File: config.mk
export PLATFORM = sky130hd
export DESIGN_NAME = rfid_ascii_hex_frame_decoder
export DESIGN_NICKNAME = d
export VERILOG_FILES = /design/src/rahfd_pkg.sv /design/src/rfid_ascii_hex_frame_decoder.sv /design/src/rahfd_front.sv /design/src/rahfd_queue.sv /design/src/rahfd_back.sv
export VERILOG_INCLUDE_DIRS = /design/src /design/src/src
export SDC_FILE = /design/constraint.sdc
export NUM_CORES = 1
export LEC_CHECK = 0
export BUFFER_PORTS_ARGS = -buffer_cell sky130_fd_sc_hd__buf_4
export CORE_MARGIN = 1.5
export CORE_UTILIZATION = 60
export CTS_BUF_LIST = sky130_fd_sc_hd__clkbuf_4 sky130_fd_sc_hd__clkbuf_8
export DETAILED_ROUTE_END_ITERATION = 7
export GPL_TIMING_DRIVEN = 0
export PLACE_DENSITY = 0.8
export SLEW_MARGIN = 20
export SYNTH_ARGS = -nofsm -noshare
export SYNTH_HDL_FRONTEND = slang
export SYNTH_SLANG_ARGS = --single-unit
File: constraint.sdc
create_clock -name clk_i -period 6.54 [get_ports clk_i]
set_input_delay 1.308 -clock clk_i [delete_from_list [all_inputs] [get_ports clk_i]]
set_output_delay 1.308 -clock clk_i [all_outputs]
set_load 0.005 [all_outputs]
File: src/assert_macros.svh
// ----------------------------------------------------------------------------
// Assertion macros
// Concurrent assertion wrappers shared by the RTL; empty under synthesis.
// ----------------------------------------------------------------------------
`ifndef ASSERT_MACROS_SVH
`define ASSERT_MACROS_SVH

`ifndef SYNTHESIS
// Property must hold at every rising clock edge outside reset.
`define ASSERT_CLK(label, clk, rst_n, prop, msg) \
  label: assert property (@(posedge clk) disable iff (!rst_n) (prop)) else $error(msg);
// Expression must never be true at a rising clock edge outside reset.
`define ASSERT_NEVER_CLK(label, clk, rst_n, expr, msg) \
  label: assert property (@(posedge clk) disable iff (!rst_n) !(expr)) else $error(msg);
`else
`define ASSERT_CLK(label, clk, rst_n, prop, msg)
`define ASSERT_NEVER_CLK(label, clk, rst_n, expr, msg)
`endif

`endif

File: src/rahfd_pkg.sv
// ----------------------------------------------------------------------------
// rahfd_pkg
// Types, constants and helper functions of the RFID ASCII hex frame decoder.
// ----------------------------------------------------------------------------
`default_nettype none

package rahfd_pkg;

  // Number of ASCII digits in one frame (4 to 16).
  localparam int unsigned DIGITS_PER_FRAME = 12;
  localparam logic [3:0]  LAST_DIGIT       = 4'(DIGITS_PER_FRAME - 1);
  // Index of the byte that carries the reader's checksum.
  localparam logic [2:0]  CHK_INDEX        = 3'(DIGITS_PER_FRAME / 2 - 1);

  localparam logic [7:0] BYTE_HDR = 8'h02;
  localparam logic [7:0] BYTE_ETX = 8'h03;
  localparam logic [7:0] BYTE_LF  = 8'h0A;
  localparam logic [7:0] BYTE_CR  = 8'h0D;

  localparam logic [7:0] CHAR_0 = 8'h30;
  localparam logic [7:0] CHAR_9 = 8'h39;
  localparam logic [7:0] CHAR_A = 8'h41;
  localparam logic [7:0] CHAR_F = 8'h46;

  localparam int unsigned TAG_W   = 40;
  localparam int unsigned SHIFT_W = 48;

  // Depth of the queue between front and back.
  localparam int unsigned QUEUE_DEPTH = 2;
  localparam int unsigned QPTR_W      = $clog2(QUEUE_DEPTH);
  localparam int unsigned QCNT_W      = $clog2(QUEUE_DEPTH + 1);

  typedef enum logic [1:0] {
    STATUS_GOOD     = 2'd0,
    STATUS_MISMATCH = 2'd1,
    STATUS_ABORT    = 2'd2
  } frame_status_e;

  // Classified word passed from front to back.
  typedef struct packed {
    logic       is_hdr;
    logic       is_ctrl;
    logic [7:0] value;
  } rahfd_item_t;

  // Decimal and upper-case hex digits become their nibble value; any other byte passes unchanged.
  function automatic logic [7:0] digit_value(input logic [7:0] b);
    logic [7:0] v;
    if (b >= CHAR_0 && b <= CHAR_9) begin
      v = b - CHAR_0;
    end else if (b >= CHAR_A && b <= CHAR_F) begin
      v = b - CHAR_A + 8'd10;
    end else begin
      v = b;
    end
    return v;
  endfunction

endpackage

`default_nettype wire

File: src/rfid_ascii_hex_frame_decoder.sv
// ----------------------------------------------------------------------------
// rfid_ascii_hex_frame_decoder
// Decodes ASCII hex frames of a serial RFID reader into tag, checksum, status.
// ----------------------------------------------------------------------------
// Usage: each word on the input channel is one byte from the reader's UART.
// A word is taken at a rising edge where in_valid_i is high and in_stall_o
// low. Outside a frame every byte but the header 0x02 is dropped. A frame
// holds twelve hex digits; at its last digit one result word appears on the
// output channel with the 40-bit tag, the checksum sent by the reader and a
// status (good, mismatch). A CR, LF, ETX or header byte inside a frame ends
// it at once with an abort result whose tag and checksum are zero.
// Throughput is one byte per cycle: the front classifies each byte and writes
// it into a two-word queue, the back takes one word per cycle from the queue
// unless a result waits on a stalled output. The byte that completes or aborts
// a frame passes the queue and then the result register before out_valid_o
// rises. Reset empties the queue, clears the result valid flag and leaves the
// decoder waiting for a header. While the receiver stalls, the result is held;
// bytes that make no result keep draining, and a byte that would make a result
// waits at the queue head, so in_stall_o rises only once the queue is full.
// ----------------------------------------------------------------------------
`default_nettype none

module rfid_ascii_hex_frame_decoder (
  input  wire logic          clk_i,
  input  wire logic          rst_ni,
  input  wire logic          in_valid_i,
  output logic               in_stall_o,
  input  wire logic [7:0]    rx_byte_i,
  output logic               out_valid_o,
  input  wire logic          out_stall_i,
  output logic [39:0]        tag_code_o,
  output logic [7:0]         received_sum_o,
  output logic [1:0]         frame_status_o
);

  // Classified byte on its way into the queue, and the queue head.
  rahfd_pkg::rahfd_item_t push_item;
  rahfd_pkg::rahfd_item_t head_item;
  logic                   push;
  logic                   q_full;
  logic                   q_valid;
  logic                   pop;

  // Front: handshake on the input side and byte classification.
  rahfd_front u_front (
    .in_valid_i (in_valid_i),
    .in_stall_o (in_stall_o),
    .rx_byte_i  (rx_byte_i),
    .q_full_i   (q_full),
    .push_o     (push),
    .item_o     (push_item)
  );

  // Queue: lets the front keep accepting while the back waits on the output.
  rahfd_queue u_queue (
    .clk_i   (clk_i),
    .rst_ni  (rst_ni),
    .push_i  (push),
    .item_i  (push_item),
    .full_o  (q_full),
    .valid_o (q_valid),
    .pop_i   (pop),
    .item_o  (head_item)
  );

  // Back: frame tracking, byte pairing, checksum and the output register.
  rahfd_back u_back (
    .clk_i          (clk_i),
    .rst_ni         (rst_ni),
    .q_valid_i      (q_valid),
    .q_item_i       (head_item),
    .pop_o          (pop),
    .out_valid_o    (out_valid_o),
    .out_stall_i    (out_stall_i),
    .tag_code_o     (tag_code_o),
    .received_sum_o (received_sum_o),
    .frame_status_o (frame_status_o)
  );

endmodule

`default_nettype wire

File: src/rahfd_front.sv
// ----------------------------------------------------------------------------
// rahfd_front
// Input side: accepts received bytes and classifies them into queue words.
// ----------------------------------------------------------------------------
`default_nettype none

module rahfd_front (
  input  wire logic                  in_valid_i,
  output logic                       in_stall_o,
  input  wire logic [7:0]            rx_byte_i,
  input  wire logic                  q_full_i,
  output logic                       push_o,
  output rahfd_pkg::rahfd_item_t     item_o
);

  assign in_stall_o = q_full_i;
  assign push_o     = in_valid_i && !q_full_i;

  always_comb begin
    item_o.is_hdr  = (rx_byte_i == rahfd_pkg::BYTE_HDR);
    item_o.is_ctrl = (rx_byte_i == rahfd_pkg::BYTE_HDR) ||
                     (rx_byte_i == rahfd_pkg::BYTE_ETX) ||
                     (rx_byte_i == rahfd_pkg::BYTE_LF)  ||
                     (rx_byte_i == rahfd_pkg::BYTE_CR);
    item_o.value   = rahfd_pkg::digit_value(rx_byte_i);
  end

endmodule

`default_nettype wire

File: src/rahfd_queue.sv
// ----------------------------------------------------------------------------
// rahfd_queue
// Short first-in first-out queue of classified words between front and back.
// ----------------------------------------------------------------------------
`default_nettype none

module rahfd_queue (
  input  wire logic                   clk_i,
  input  wire logic                   rst_ni,
  input  wire logic                   push_i,
  input  wire rahfd_pkg::rahfd_item_t item_i,
  output logic                        full_o,
  output logic                        valid_o,
  input  wire logic                   pop_i,
  output rahfd_pkg::rahfd_item_t      item_o
);

  rahfd_pkg::rahfd_item_t              entry_q [rahfd_pkg::QUEUE_DEPTH];
  logic [rahfd_pkg::QPTR_W-1:0]        wr_ptr_q, wr_ptr_d;
  logic [rahfd_pkg::QPTR_W-1:0]        rd_ptr_q, rd_ptr_d;
  logic [rahfd_pkg::QCNT_W-1:0]        count_q, count_d;
  logic                                do_push, do_pop;

  localparam logic [rahfd_pkg::QPTR_W-1:0] LastPtr =
    rahfd_pkg::QPTR_W'(rahfd_pkg::QUEUE_DEPTH - 1);
  localparam logic [rahfd_pkg::QCNT_W-1:0] FullCnt =
    rahfd_pkg::QCNT_W'(rahfd_pkg::QUEUE_DEPTH);

  assign full_o  = (count_q == FullCnt);
  assign valid_o = (count_q != '0);
  assign item_o  = entry_q[rd_ptr_q];
  assign do_push = push_i && !full_o;
  assign do_pop  = pop_i && valid_o;

  always_comb begin
    wr_ptr_d = wr_ptr_q;
    rd_ptr_d = rd_ptr_q;
    count_d  = count_q;
    if (do_push) begin
      wr_ptr_d = (wr_ptr_q == LastPtr) ? '0 : wr_ptr_q + 1'b1;
    end
    if (do_pop) begin
      rd_ptr_d = (rd_ptr_q == LastPtr) ? '0 : rd_ptr_q + 1'b1;
    end
    case ({do_push, do_pop})
      2'b10:   count_d = count_q + 1'b1;
      2'b01:   count_d = count_q - 1'b1;
      default: count_d = count_q;
    endcase
  end

  always_ff @(posedge clk_i or negedge rst_ni) begin
    if (!rst_ni) begin
      wr_ptr_q <= '0;
      rd_ptr_q <= '0;
      count_q  <= '0;
    end else begin
      wr_ptr_q <= wr_ptr_d;
      rd_ptr_q <= rd_ptr_d;
      count_q  <= count_d;
    end
  end

  always_ff @(posedge clk_i) begin
    if (do_push) begin
      entry_q[wr_ptr_q] <= item_i;
    end
  end

endmodule

`default_nettype wire

File: src/rahfd_back.sv
// ----------------------------------------------------------------------------
// rahfd_back
// Frame state machine, byte assembly, checksum and the result register.
// ----------------------------------------------------------------------------
`default_nettype none
`include "assert_macros.svh"

module rahfd_back (
  input  wire logic                          clk_i,
  input  wire logic                          rst_ni,
  input  wire logic                          q_valid_i,
  input  wire rahfd_pkg::rahfd_item_t        q_item_i,
  output logic                               pop_o,
  output logic                               out_valid_o,
  input  wire logic                          out_stall_i,
  output logic [rahfd_pkg::TAG_W-1:0]        tag_code_o,
  output logic [7:0]                         received_sum_o,
  output logic [1:0]                         frame_status_o
);

  logic                                in_frame_q, in_frame_d;
  logic [3:0]                          digit_count_q, digit_count_d;
  logic [3:0]                          first_nibble_q, first_nibble_d;
  logic [7:0]                          running_xor_q, running_xor_d;
  logic [rahfd_pkg::SHIFT_W-1:0]       code_shift_q, code_shift_d;

  logic                                out_valid_q, out_valid_d;
  logic [rahfd_pkg::TAG_W-1:0]         tag_q, tag_d;
  logic [7:0]                          sum_q, sum_d;
  rahfd_pkg::frame_status_e            status_q, status_d;

  logic                                has_result;
  logic                                slot_free;
  logic [7:0]                          byte_val;
  logic [rahfd_pkg::SHIFT_W-1:0]       shift_new;
  logic [7:0]                          xor_new;

  // A word yields a result when it ends or aborts an open frame.
  assign has_result = in_frame_q &&
                      (q_item_i.is_ctrl || (digit_count_q == rahfd_pkg::LAST_DIGIT));
  assign slot_free  = !out_valid_q || !out_stall_i;
  assign pop_o      = q_valid_i && (!has_result || slot_free);

  always_comb begin
    byte_val  = q_item_i.value | {first_nibble_q, 4'b0000};
    shift_new = code_shift_q;
    xor_new   = running_xor_q;
    if (digit_count_q[0]) begin
      shift_new = {code_shift_q[rahfd_pkg::SHIFT_W-9:0], byte_val};
      if (digit_count_q[3:1] != rahfd_pkg::CHK_INDEX) begin
        xor_new = running_xor_q ^ byte_val;
      end
    end
  end

  always_comb begin
    in_frame_d     = in_frame_q;
    digit_count_d  = digit_count_q;
    first_nibble_d = first_nibble_q;
    running_xor_d  = running_xor_q;
    code_shift_d   = code_shift_q;
    out_valid_d    = out_valid_q && out_stall_i;
    tag_d          = tag_q;
    sum_d          = sum_q;
    status_d       = status_q;

    if (pop_o) begin
      if (!in_frame_q) begin
        if (q_item_i.is_hdr) begin
          in_frame_d     = 1'b1;
          digit_count_d  = '0;
          first_nibble_d = '0;
          running_xor_d  = '0;
          code_shift_d   = '0;
        end
      end else if (q_item_i.is_ctrl) begin
        in_frame_d     = 1'b0;
        digit_count_d  = '0;
        first_nibble_d = '0;
        running_xor_d  = '0;
        code_shift_d   = '0;
        out_valid_d    = 1'b1;
        tag_d          = '0;
        sum_d          = '0;
        status_d       = rahfd_pkg::STATUS_ABORT;
      end else begin
        code_shift_d  = shift_new;
        running_xor_d = xor_new;
        if (!digit_count_q[0]) begin
          first_nibble_d = q_item_i.value[3:0];
        end
        if (digit_count_q == rahfd_pkg::LAST_DIGIT) begin
          out_valid_d    = 1'b1;
          tag_d          = shift_new[rahfd_pkg::SHIFT_W-1:8];
          sum_d          = shift_new[7:0];
          status_d       = (shift_new[7:0] == xor_new) ? rahfd_pkg::STATUS_GOOD
                                                       : rahfd_pkg::STATUS_MISMATCH;
          in_frame_d     = 1'b0;
          digit_count_d  = '0;
          first_nibble_d = '0;
          running_xor_d  = '0;
          code_shift_d   = '0;
        end else begin
          digit_count_d = digit_count_q + 1'b1;
        end
      end
    end
  end

  always_ff @(posedge clk_i or negedge rst_ni) begin
    if (!rst_ni) begin
      in_frame_q     <= 1'b0;
      digit_count_q  <= '0;
      first_nibble_q <= '0;
      running_xor_q  <= '0;
      code_shift_q   <= '0;
      out_valid_q    <= 1'b0;
    end else begin
      in_frame_q     <= in_frame_d;
      digit_count_q  <= digit_count_d;
      first_nibble_q <= first_nibble_d;
      running_xor_q  <= running_xor_d;
      code_shift_q   <= code_shift_d;
      out_valid_q    <= out_valid_d;
    end
  end

  always_ff @(posedge clk_i) begin
    tag_q    <= tag_d;
    sum_q    <= sum_d;
    status_q <= status_d;
  end

  assign out_valid_o    = out_valid_q;
  assign tag_code_o     = tag_q;
  assign received_sum_o = sum_q;
  assign frame_status_o = status_q;

  `ASSERT_NEVER_CLK(a_count_range, clk_i, rst_ni,
                    digit_count_q > rahfd_pkg::LAST_DIGIT, "digit count beyond frame length")
  `ASSERT_CLK(a_idle_clean, clk_i, rst_ni,
              !in_frame_q |-> (digit_count_q == '0 && running_xor_q == '0),
              "idle state not cleared")
  `ASSERT_CLK(a_result_loaded, clk_i, rst_ni, (pop_o && has_result) |=> out_valid_q,
              "result lost on its way to the output register")

endmodule

`default_nettype wire

==> results.json, run 1 <==
{
  "outcome": "finished, final reports clean",
  "tns_ns": 0,
  "hpwl_mm": 9.217,
  "cp_max_fo": 12,
  "drv_slew": 0,
  "drc": 0,
  "min_path_cells": 1,
  "final_util_pct": 72.48,
  "syn_nets": 530,
  "synth-main-ff-cell": "edfxtp_1",
  "r2r-end": "u_back.frame_status_o[0]",
  "internal_power_mw": 2.102,
  "viasPerCell": 5.946,
  "worst_slew_pin_slew_ns": 0.8872,
  "die_x_um": 106.0,
  "syn_to_final_growth_pct": 17.65,
  "post_cts_buffers": 0,
  "fin_ws_ns": 3.237,
  "synthDominantCellAreaShare_pct": 33.05,
  "pwr-share-clk_pct": 23.9,
  "p_sw_share_pct": 35.26,
  "fmax_mhz": 302.7,
  "rr_startpoint": "u_back.digit_count_q[1]",
  "synth_cells": 509,
  "rsz0062_at_grt": "false",
  "nNetsFinal": 616,
  "r2r_slack_ns": 3.24,
  "die-area_mm2": 0.01123,
  "cts_hold_buf": 0,
  "drt_wl_total_mm": 13.23,
  "cp_data_arrival_time_ns": 3.45,
  "ys_seq_area_share_pct": 60.59,
  "cp.required_ns": 6.69,
  "die_h_um": 106.0,
  "antennaDiodeCount": 0,
  "synthArstFlopShare_pct": 50.00,
  "sequentialPowerShare_pct": 40.6,
  "path_clk_slew_ns": 0.07,
  "setup_viol": 0,
  "clock_latency_ns": 0.44,
  "grt_max_degree": 71,
  "hp-start": "u_back.code_shift_q[42]",
  "cts_made_buffers": 17,
  "ant_nets": 0,
  "syn_area_per_cell_um2": 12.49,
  "core.rowCount": 37,
  "drt_pass1_iterations": 7,
  "cts_tree": "done",
  "vias": 4412,
  "routabilityCongestion": 0.8243,
  "dr.first_iter.drc_count": 267,
  "root_buffer": "clkbuf_8",
  "drv_cap": 0,
  "synth_edf_count": 70,
  "critPathLaunchType": "flop",
  "ff2ff_path_depth": 9,
  "ir_drop_mv": 0.2627,
  "cts_sinks": 140,
  "netlist_top_cells_count": "70 x dfrtp_1, 70 x edfxtp_1, 56 x nor2_1, 44 x mux2i_1, 40 x a22o_1",
  "cts_resized": 0,
  "ioPinCount": 64,
  "clk_path_buf_depth": 2,
  "fin_crit_sh_pct": 50.51,
  "hp-class": "reg -> reg",
  "period_needed_ns": 3.303,
  "grt_pass1_vias": 4308,
  "min_to": "u_back.code_shift_q[42]",
  "coreArea_mm2": 0.01032,
  "syn_area_mm2": 0.006360,
  "synth_top_cell_by_area": "edfxtp_1",
  "p_comb_share_pct": 35.4,
  "grt_pass1_wl_mm": 21.62,
  "ys_seq_elements": 140,
  "endpoint_kind": "flop",
  "grt-ovfl-total": 0,
  "start_util_pct": 61.60,
  "grtUsageTotal_pct": 25.44,
  "port_buffers": 63,
  "p_total_mw": 3.246,
  "pre_cts_ws_ns": 2.774,
  "hold_viol": 0,
  "htree_levels": 4,
  "wl_per_cell_um": 17.83,
  "fin_skew_ns": 0.006299,
  "p_switching_mw": 1.145,
  "drive_gt1_share_pct": 20.79,
  "maxSlewHeadroom_pct": 40.50,
  "synthTopCellsByArea": "edfxtp_1 33%, dfrtp_1 28%, mux2i_1 6.9%, a22o_1 5.5%, nor2_1 3.3%",
  "antenna_found_initial": 0,
  "p_per_area_mw_per_mm2": 433.9,
  "worstSetupPathType": "reg -> reg",
  "post_synth_num_cell_types": 51,
  "p_leak_nw": 3.145,
  "ys_warn_count": 0
}
==> area by class of cell <==
cell class / instances / area [um^2]
plain buffers: 29 / 157.7
clock buffers: 18 / 247.7
clock inverters: 12 / 196.4
fillers: 704 / 2841
inverters: 17 / 63.81
multi-input cells: 323 / 2290
flip-flops and latches: 140 / 3854
well taps: 136 / 170.2
repair buffers: 67 / 503.0
==> per-stage QoR <==
stage,std cells,area [um^2],hold WS (ns)
finish,742,7482,0.5042
floorplan,509,6360,0.4608
CTS,742,7482,0.5039
detailed placement,712,7038,0.4830
global route,742,7482,0.5328
global placement,708,7003,0.4751
==> logic make-up (layout without fill, tap and decap cells) <==
kind of cell | after synthesis | in the layout | synth area share [%]
flops | 140 | 140 | 60.59
fa+ha+maj | 9 | 9 | 1.771
mux | 51 | 51 | 8.282
compound gates | 135 | 135 | 15.74
buf+inv | 46 | 143 | 3.482
simple gates | 111 | 111 | 7.790
xor+xnor | 17 | 17 | 2.341
==> registers in the layout, indices dropped and copies added (netlist names) <==
register / count
u_back.out_valid_o: 1
u_back.received_sum_o: 8
u_back.tag_code_o: 40
u_back.running_xor_q: 8
u_back.in_frame_q: 1
u_back.frame_status_o: 2
u_back.digit_count_q: 4
u_queue.count_q: 2
u_queue.wr_ptr_q: 1
u_queue.rd_ptr_q: 1
u_back.first_nibble_q: 4
u_queue.entry_q: 20
u_back.code_shift_q: 48
==> how the worst max path moves through the flow <==
stage	cells past startpoint	endpoint	startpoint	slack, ns
3_3_place_gp	4	u_back.frame_status_o[0]	out_stall_i	-0.32
5_1_grt	9	u_back.received_sum_o[1]	u_back.digit_count_q[1]	3.06
4_1_cts	9	u_back.frame_status_o[0]	u_back.digit_count_q[1]	3.21
3_5_place_dp	8	u_back.frame_status_o[0]	out_stall_i	2.77
2_1_floorplan	3	u_back.frame_status_o[0]	out_stall_i	0.86
6_report	9	u_back.frame_status_o[0]	u_back.digit_count_q[1]	3.24
==> power groups by stage <==
stage / Clock [mW] / Sequential, mW / Combinational [mW]
after CTS: 0.782 / 1.32 / 1.15
after global routing: 0.819 / 1.34 / 1.25
final: 0.776 / 1.32 / 1.15
after floorplan: 0 / 1.33 / 0.743
after detailed placement: 0 / 1.33 / 1.13
after global placement: 0 / 1.34 / 1.08
==> placed cells by master (no fill, tap or decap), types with 11 or more instances in the layout <==
cell type,instances
clkbuf_8,18
mux2i_1,44
nor2_1,56
xnor2_1,12
a22o_1,40
edfxtp_1,70
o21ai_0,34
inv_1,17
a211oi_1,11
clkbuf_1,14
dfrtp_1,70
a21oi_1,16
buf_4,67
nand2_1,27
==> worst max-delay path, cell delays in order (launching register included) <==
cell and delay (ns):
dfrtp_1 0.45, ha_1 0.24, and3b_1 0.23, o2111ai_4 0.22, o21ai_0 0.28, nor3_2 0.59, buf_4 0.33, buf_4 0.22
buf_4 0.21, buf_4 0.23
==> layer usage <==
layer	up-vias	wire, um	track usage, %
met4	0	335	11.87
met3	27	745	5.886
li1	2054	-	-
met1	2157	5467	31.74
met2	174	6681	42.35
met5	-	0	0
Power figures use the tool's default switching activity.
==> inputs of run 2 (changes only) <==
--- a/config.mk
+++ b/config.mk
@@ -8,11 +8,11 @@
 export LEC_CHECK = 0
 export BUFFER_PORTS_ARGS = -buffer_cell sky130_fd_sc_hd__buf_4
 export CORE_MARGIN = 1.5
-export CORE_UTILIZATION = 60
+export CORE_UTILIZATION = 55
 export CTS_BUF_LIST = sky130_fd_sc_hd__clkbuf_4 sky130_fd_sc_hd__clkbuf_8
 export DETAILED_ROUTE_END_ITERATION = 7
 export GPL_TIMING_DRIVEN = 0
-export PLACE_DENSITY = 0.8
+export PLACE_DENSITY = 0.77
 export SLEW_MARGIN = 20
 export SYNTH_ARGS = -nofsm -noshare
 export SYNTH_HDL_FRONTEND = slang
==> constraint.sdc (replaced) <==
create_clock -name clk_i -period 3 [get_ports clk_i]
set_input_delay 0.6 -clock clk_i [delete_from_list [all_inputs] [get_ports clk_i]]
set_output_delay 0.6 -clock clk_i [all_outputs]
set_load 0.005 [all_outputs]
==> run 2 against run 1 <==
Non-clock buffer count shrank 2; largest cell class unchanged; highest routed layer unchanged; clock power is 120% higher; clock-buffer cell count increased by 6; sequential cell count unchanged.
==> results.json, run 2 (synthesis results as in run 1) <==
{
  "antenna_found_initial": 0,
  "p_leak_nw": 3.151,
  "ioPinCount": 64,
  "cts_sinks": 140,
  "grt_pass1_vias": 4329,
  "syn_to_final_growth_pct": 18.00,
  "final_area_mm2": 0.007505,
  "vias": 4384,
  "htree_levels": 4,
  "grtUsageTotal_pct": 21.77,
  "fmax_mhz": 354.3,
  "critPathLaunchType": "flop",
  "hold_slack_ns": 0.2569,
  "antennaDiodeCount": 0,
  "drt_pass1_iterations": 5,
  "cp_data_arrival_time_ns": 2.98,
  "pwr-share-clk_pct": 23.8,
  "regMostFlops": "u_back.code_shift_q",
  "rsz0062_at_grt": "false",
  "fillers": 847,
  "pre_cts_ws_ns": 0.1453,
  "grt_pass1_wl_mm": 21.20,
  "ir_drop_mv": 0.4119,
  "die_h_um": 110.5,
  "seq_area_mm2": 0.003854,
  "dp.cells": 717,
  "cts_tree": "done",
  "multi_input_area_mm2": 0.002296,
  "largest_reg_flops": 48,
  "tns_ns": 0,
  "cp.required_ns": 3.16,
  "fin_skew_ns": 0.01116,
  "worstSetupPathType": "reg -> reg",
  "drc": 0,
  "wl_per_cell_um": 17.41,
  "final_cell_count_no_fill": 749,
  "port_buffers": 63,
  "drive_gt1_share_pct": 20.79,
  "path_clk_slew_ns": 0.07,
  "fin_ws_ns": 0.1779,
  "worst_slew_pin_slew_ns": 0.9951,
  "p_switching_mw": 2.476,
  "final_cell_mix": "70 x dfrtp_1, 70 x edfxtp_1, 63 x buf_4",
  "maxSlewHeadroom_pct": 33.26,
  "p_comb_share_pct": 35.4,
  "cts_hold_buf": 0,
  "post_cts_buffers": 0,
  "period_needed_ns": 2.822,
  "viasPerCell": 5.853,
  "drt_wl_total_mm": 13.04,
  "drv_slew": 0,
  "setup_viol": 0,
  "hp-class": "in -> async",
  "die-area_mm2": 0.01222,
  "drv_cap": 0,
  "placed_area_mm2": 0.007053,
  "clock_latency_ns": 0.45,
  "p_sw_share_pct": 35.19,
  "fin_crit_sh_pct": 94.07,
  "hpwl_mm": 9.293,
  "coreArea_mm2": 0.01137,
  "nNetsFinal": 614,
  "p_total_mw": 7.035,
  "clk_path_buf_depth": 2,
  "routabilityCongestion": 0.8446,
  "start_util_pct": 55.94,
  "grt_max_degree": 71,
  "die_x_um": 110.5,
  "cts_resized": 0,
  "core.rowCount": 39,
  "root_buffer": "clkbuf_8",
  "outcome": "finished, final reports clean",
  "final_util_pct": 66.01,
  "sequentialPowerShare_pct": 40.8,
  "ant_nets": 0,
  "dr.first_iter.drc_count": 292,
  "cts_made_buffers": 17,
  "internal_power_mw": 4.560,
  "endpoint_kind": "flop",
  "p_per_area_mw_per_mm2": 937.4,
  "cp_max_fo": 19,
  "grt-ovfl-total": 0,
  "hold_viol": 0
}
run 2: worst max-delay path, stage by stage, from the launching register on:
cell and delay [ns]:
dfrtp_1 0.44, ha_1 0.23, and3b_1 0.23, o2111ai_4 0.22
o21ai_1 0.23, nor3_4 0.69, buf_8 0.27, buf_8 0.20
run 2: area by class of cell:
class	count	share of cell area, %
sequential	140	51.35
multi-input combinational	323	30.59
timing repair buffer	65	6.702
clock buffer	24	4.318
tap	143	2.384
buffer	29	2.101
clock inverter	8	1.701
inverter	17	0.8503
run 2: worst paths after layout:
check | startpoint | cells past startpoint | endpoint | slack, ns
worst max-delay path | u_back.digit_count_q[1] | 7 | u_back.received_sum_o[4] | 0.18
worst min-delay path | rst_ni | 1 | u_back.out_valid_o | 0.26
worst max register to register | u_back.digit_count_q[1] | 7 | u_back.received_sum_o[4] | 0.18
worst min register to register | u_back.code_shift_q[46] | 1 | u_back.code_shift_q[46] | 0.50
max in group asynchronous | rst_ni | 1 | u_back.code_shift_q[41] | 2.14
min in group clk_i | out_stall_i | 2 | u_back.out_valid_o | 0.39
run 2: metal layers:
metal / share of wire, % / wire length (um) / track usage, %
met1: 42 / 5500 / 27.01
met4: 2.8 / 368 / 10.17
met2: 51 / 6699 / 36.87
met5: 0 / 0 / 0
met3: 3.6 / 473 / 4.281
run 2: power groups by stage:
stage / registers [mW] / logic, mW / clock network (mW)
after floorplan: 2.87 / 1.63 / 0
after global placement: 2.89 / 2.37 / 0
after detailed placement: 2.91 / 2.49 / 0
after CTS: 2.87 / 2.50 / 1.69
after global routing: 2.92 / 2.74 / 1.76
final: 2.87 / 2.49 / 1.67
==> inputs of run 3 (changes only) <==
--- a/config.mk
+++ b/config.mk
@@ -7,7 +7,7 @@
 export NUM_CORES = 1
 export LEC_CHECK = 0
 export BUFFER_PORTS_ARGS = -buffer_cell sky130_fd_sc_hd__buf_4
-export CORE_MARGIN = 1.5
+export CORE_MARGIN = 8
 export CORE_UTILIZATION = 55
 export CTS_BUF_LIST = sky130_fd_sc_hd__clkbuf_4 sky130_fd_sc_hd__clkbuf_8
 export DETAILED_ROUTE_END_ITERATION = 7
==> constraint.sdc (replaced) <==
create_clock -name clk_i -period 3 [get_ports clk_i]
set_input_delay 0.3 -clock clk_i [delete_from_list [all_inputs] [get_ports clk_i]]
set_output_delay 0.3 -clock clk_i [all_outputs]
set_load 0.005 [all_outputs]
==> run 3 against run 2 <==
The flow now finishes with violations (hold timing); power down 3.0%; final area down 0.72%; setup slack better by 0.33 ns; sequential share of layout area up 0.37 points; die area up 25%; critical endpoint is now u_back.frame_status_o[0]; core utilization down 0.47 points; routed wire length up 3.0%; global-route usage down 3.2 points; hold slack worse by 0.27 ns; combinational power up 2%; critical path type unchanged.
==> results.json, run 3 (synthesis results as in run 1) <==
{
  "fmax_mhz": 401.5,
  "hp-class": "in -> async",
  "fin_skew_ns": 0.009395,
  "nNetsFinal": 618,
  "cts_sinks": 140,
  "cp_data_arrival_time_ns": 2.65,
  "cts_tree": "done",
  "antenna_found_initial": 0,
  "ff2ff_path_depth": 7,
  "core.rowCount": 39,
  "htree_levels": 4,
  "grtUsageTotal_pct": 18.55,
  "die-area_mm2": 0.01526,
  "hold_slack_ns": -0.01051,
  "start_util_pct": 55.94,
  "vias": 4388,
  "drv_cap": 0,
  "period_needed_ns": 2.491,
  "grt_pass1_vias": 4518,
  "syn_to_final_growth_pct": 17.16,
  "fin_crit_sh_pct": 83.03,
  "clk_path_buf_depth": 2,
  "largest_reg_flops": 48,
  "maxSlewHeadroom_pct": 39.24,
  "hold_viol": 6,
  "ir_drop_mv": 0.3953,
  "setup_viol": 0,
  "tns_ns": 0,
  "port_buffers": 63,
  "grt-ovfl-total": 0,
  "grt_pass1_wl_mm": 22.23,
  "final_cell_mix": "70 x dfrtp_1, 70 x edfxtp_1, 67 x buf_4",
  "cp.required_ns": 3.15,
  "drt_pass1_iterations": 5,
  "dr.first_iter.drc_count": 390,
  "critPathLaunchType": "flop",
  "viasPerCell": 5.827,
  "p_total_mw": 6.821,
  "rr_startpoint": "u_queue.rd_ptr_q",
  "cts_resized": 0,
  "p_leak_nw": 3.132,
  "hpwl_mm": 9.538,
  "drc": 0,
  "routabilityCongestion": 0.8771,
  "cts_made_buffers": 17,
  "endpoint_kind": "flop",
  "rsz0062_at_grt": "false",
  "grt_max_degree": 71,
  "ioPinCount": 64,
  "post_cts_buffers": 0,
  "antennaDiodeCount": 0,
  "worst_slew_pin_slew_ns": 0.9059,
  "crit_start": "u_queue.rd_ptr_q",
  "worstSetupPathType": "reg -> reg",
  "drive_gt1_share_pct": 21.48,
  "coreArea_mm2": 0.01137,
  "path_clk_slew_ns": 0.07,
  "wl_per_cell_um": 17.84,
  "die_x_um": 123.5,
  "die_h_um": 123.5,
  "p_per_area_mw_per_mm2": 915.4,
  "drv_slew": 0,
  "regMostFlops": "u_back.code_shift_q",
  "clock_latency_ns": 0.44,
  "violations": "hold timing",
  "drt_wl_total_mm": 13.43,
  "cp_max_fo": 10,
  "root_buffer": "clkbuf_8",
  "ant_nets": 0,
  "cts_hold_buf": 0,
  "outcome": "finished with violations"
}
## run 3: power breakdown
group	total, mW	internal (mW)	switching (mW)	leakage (nW)
clock network	1.41	0.713	0.699	0.189
logic	2.54	1.05	1.49	1.31
registers	2.87	2.56	0.309	1.63
## run 3: cell type report
type                       instances  area (um^2)
buffer                            29        157.7
clock buffer                      21        276.5
clock inverter                    11        95.09
fill                             815         3919
inverter                          17        63.81
multi-input combinational        323         2296
sequential                       140         3854
tap                              143        178.9
timing repair buffer              69        529.3
## run 3: worst max-delay path, stage by stage (launching register included)
cell	delay (ns)
dfrtp_1	0.41
buf_6	0.16
buf_2	0.19
a211oi_1	0.75
o22ai_1	0.24
xor2_1	0.20
a21oi_1	0.13
a41oi_1	0.14
## run 3: layer usage
layer	track usage, %	up-vias	share of wire (%)
li1	-	2059	-
met3	4.429	15	6.2
met1	22.72	2164	42
met2	31.13	150	51
met4	7.374	0	1.1
met5	0	-	0
## run 3: worst paths after layout
path | end | slack, ns
max | u_back.frame_status_o[0] | 0.51
max in group asynchronous | u_back.code_shift_q[21] | 2.42
min in group clk_i | u_back.out_valid_o | 0.10
min reg2reg | u_back.code_shift_q[41] | 0.51
max reg2reg | u_back.frame_status_o[0] | 0.51
min | u_back.out_valid_o | -0.01
## run 3: metrics by stage
step	worst slack [ns]	instance area [um^2]	instances	util (%)	hold slack, ns
2_1_floorplan	0.01772	6371	509	-	0.004409
3_3_place_gp	-0.4677	7023	715	61.77	0.4645
3_5_place_dp	0.05099	7049	717	62.00	0.4790
4_1_cts	0.03513	7421	749	65.27	0.005017
5_1_grt	0.3930	7451	753	65.53	0.03537
6_report	0.5091	7451	753	65.53	-0.01051
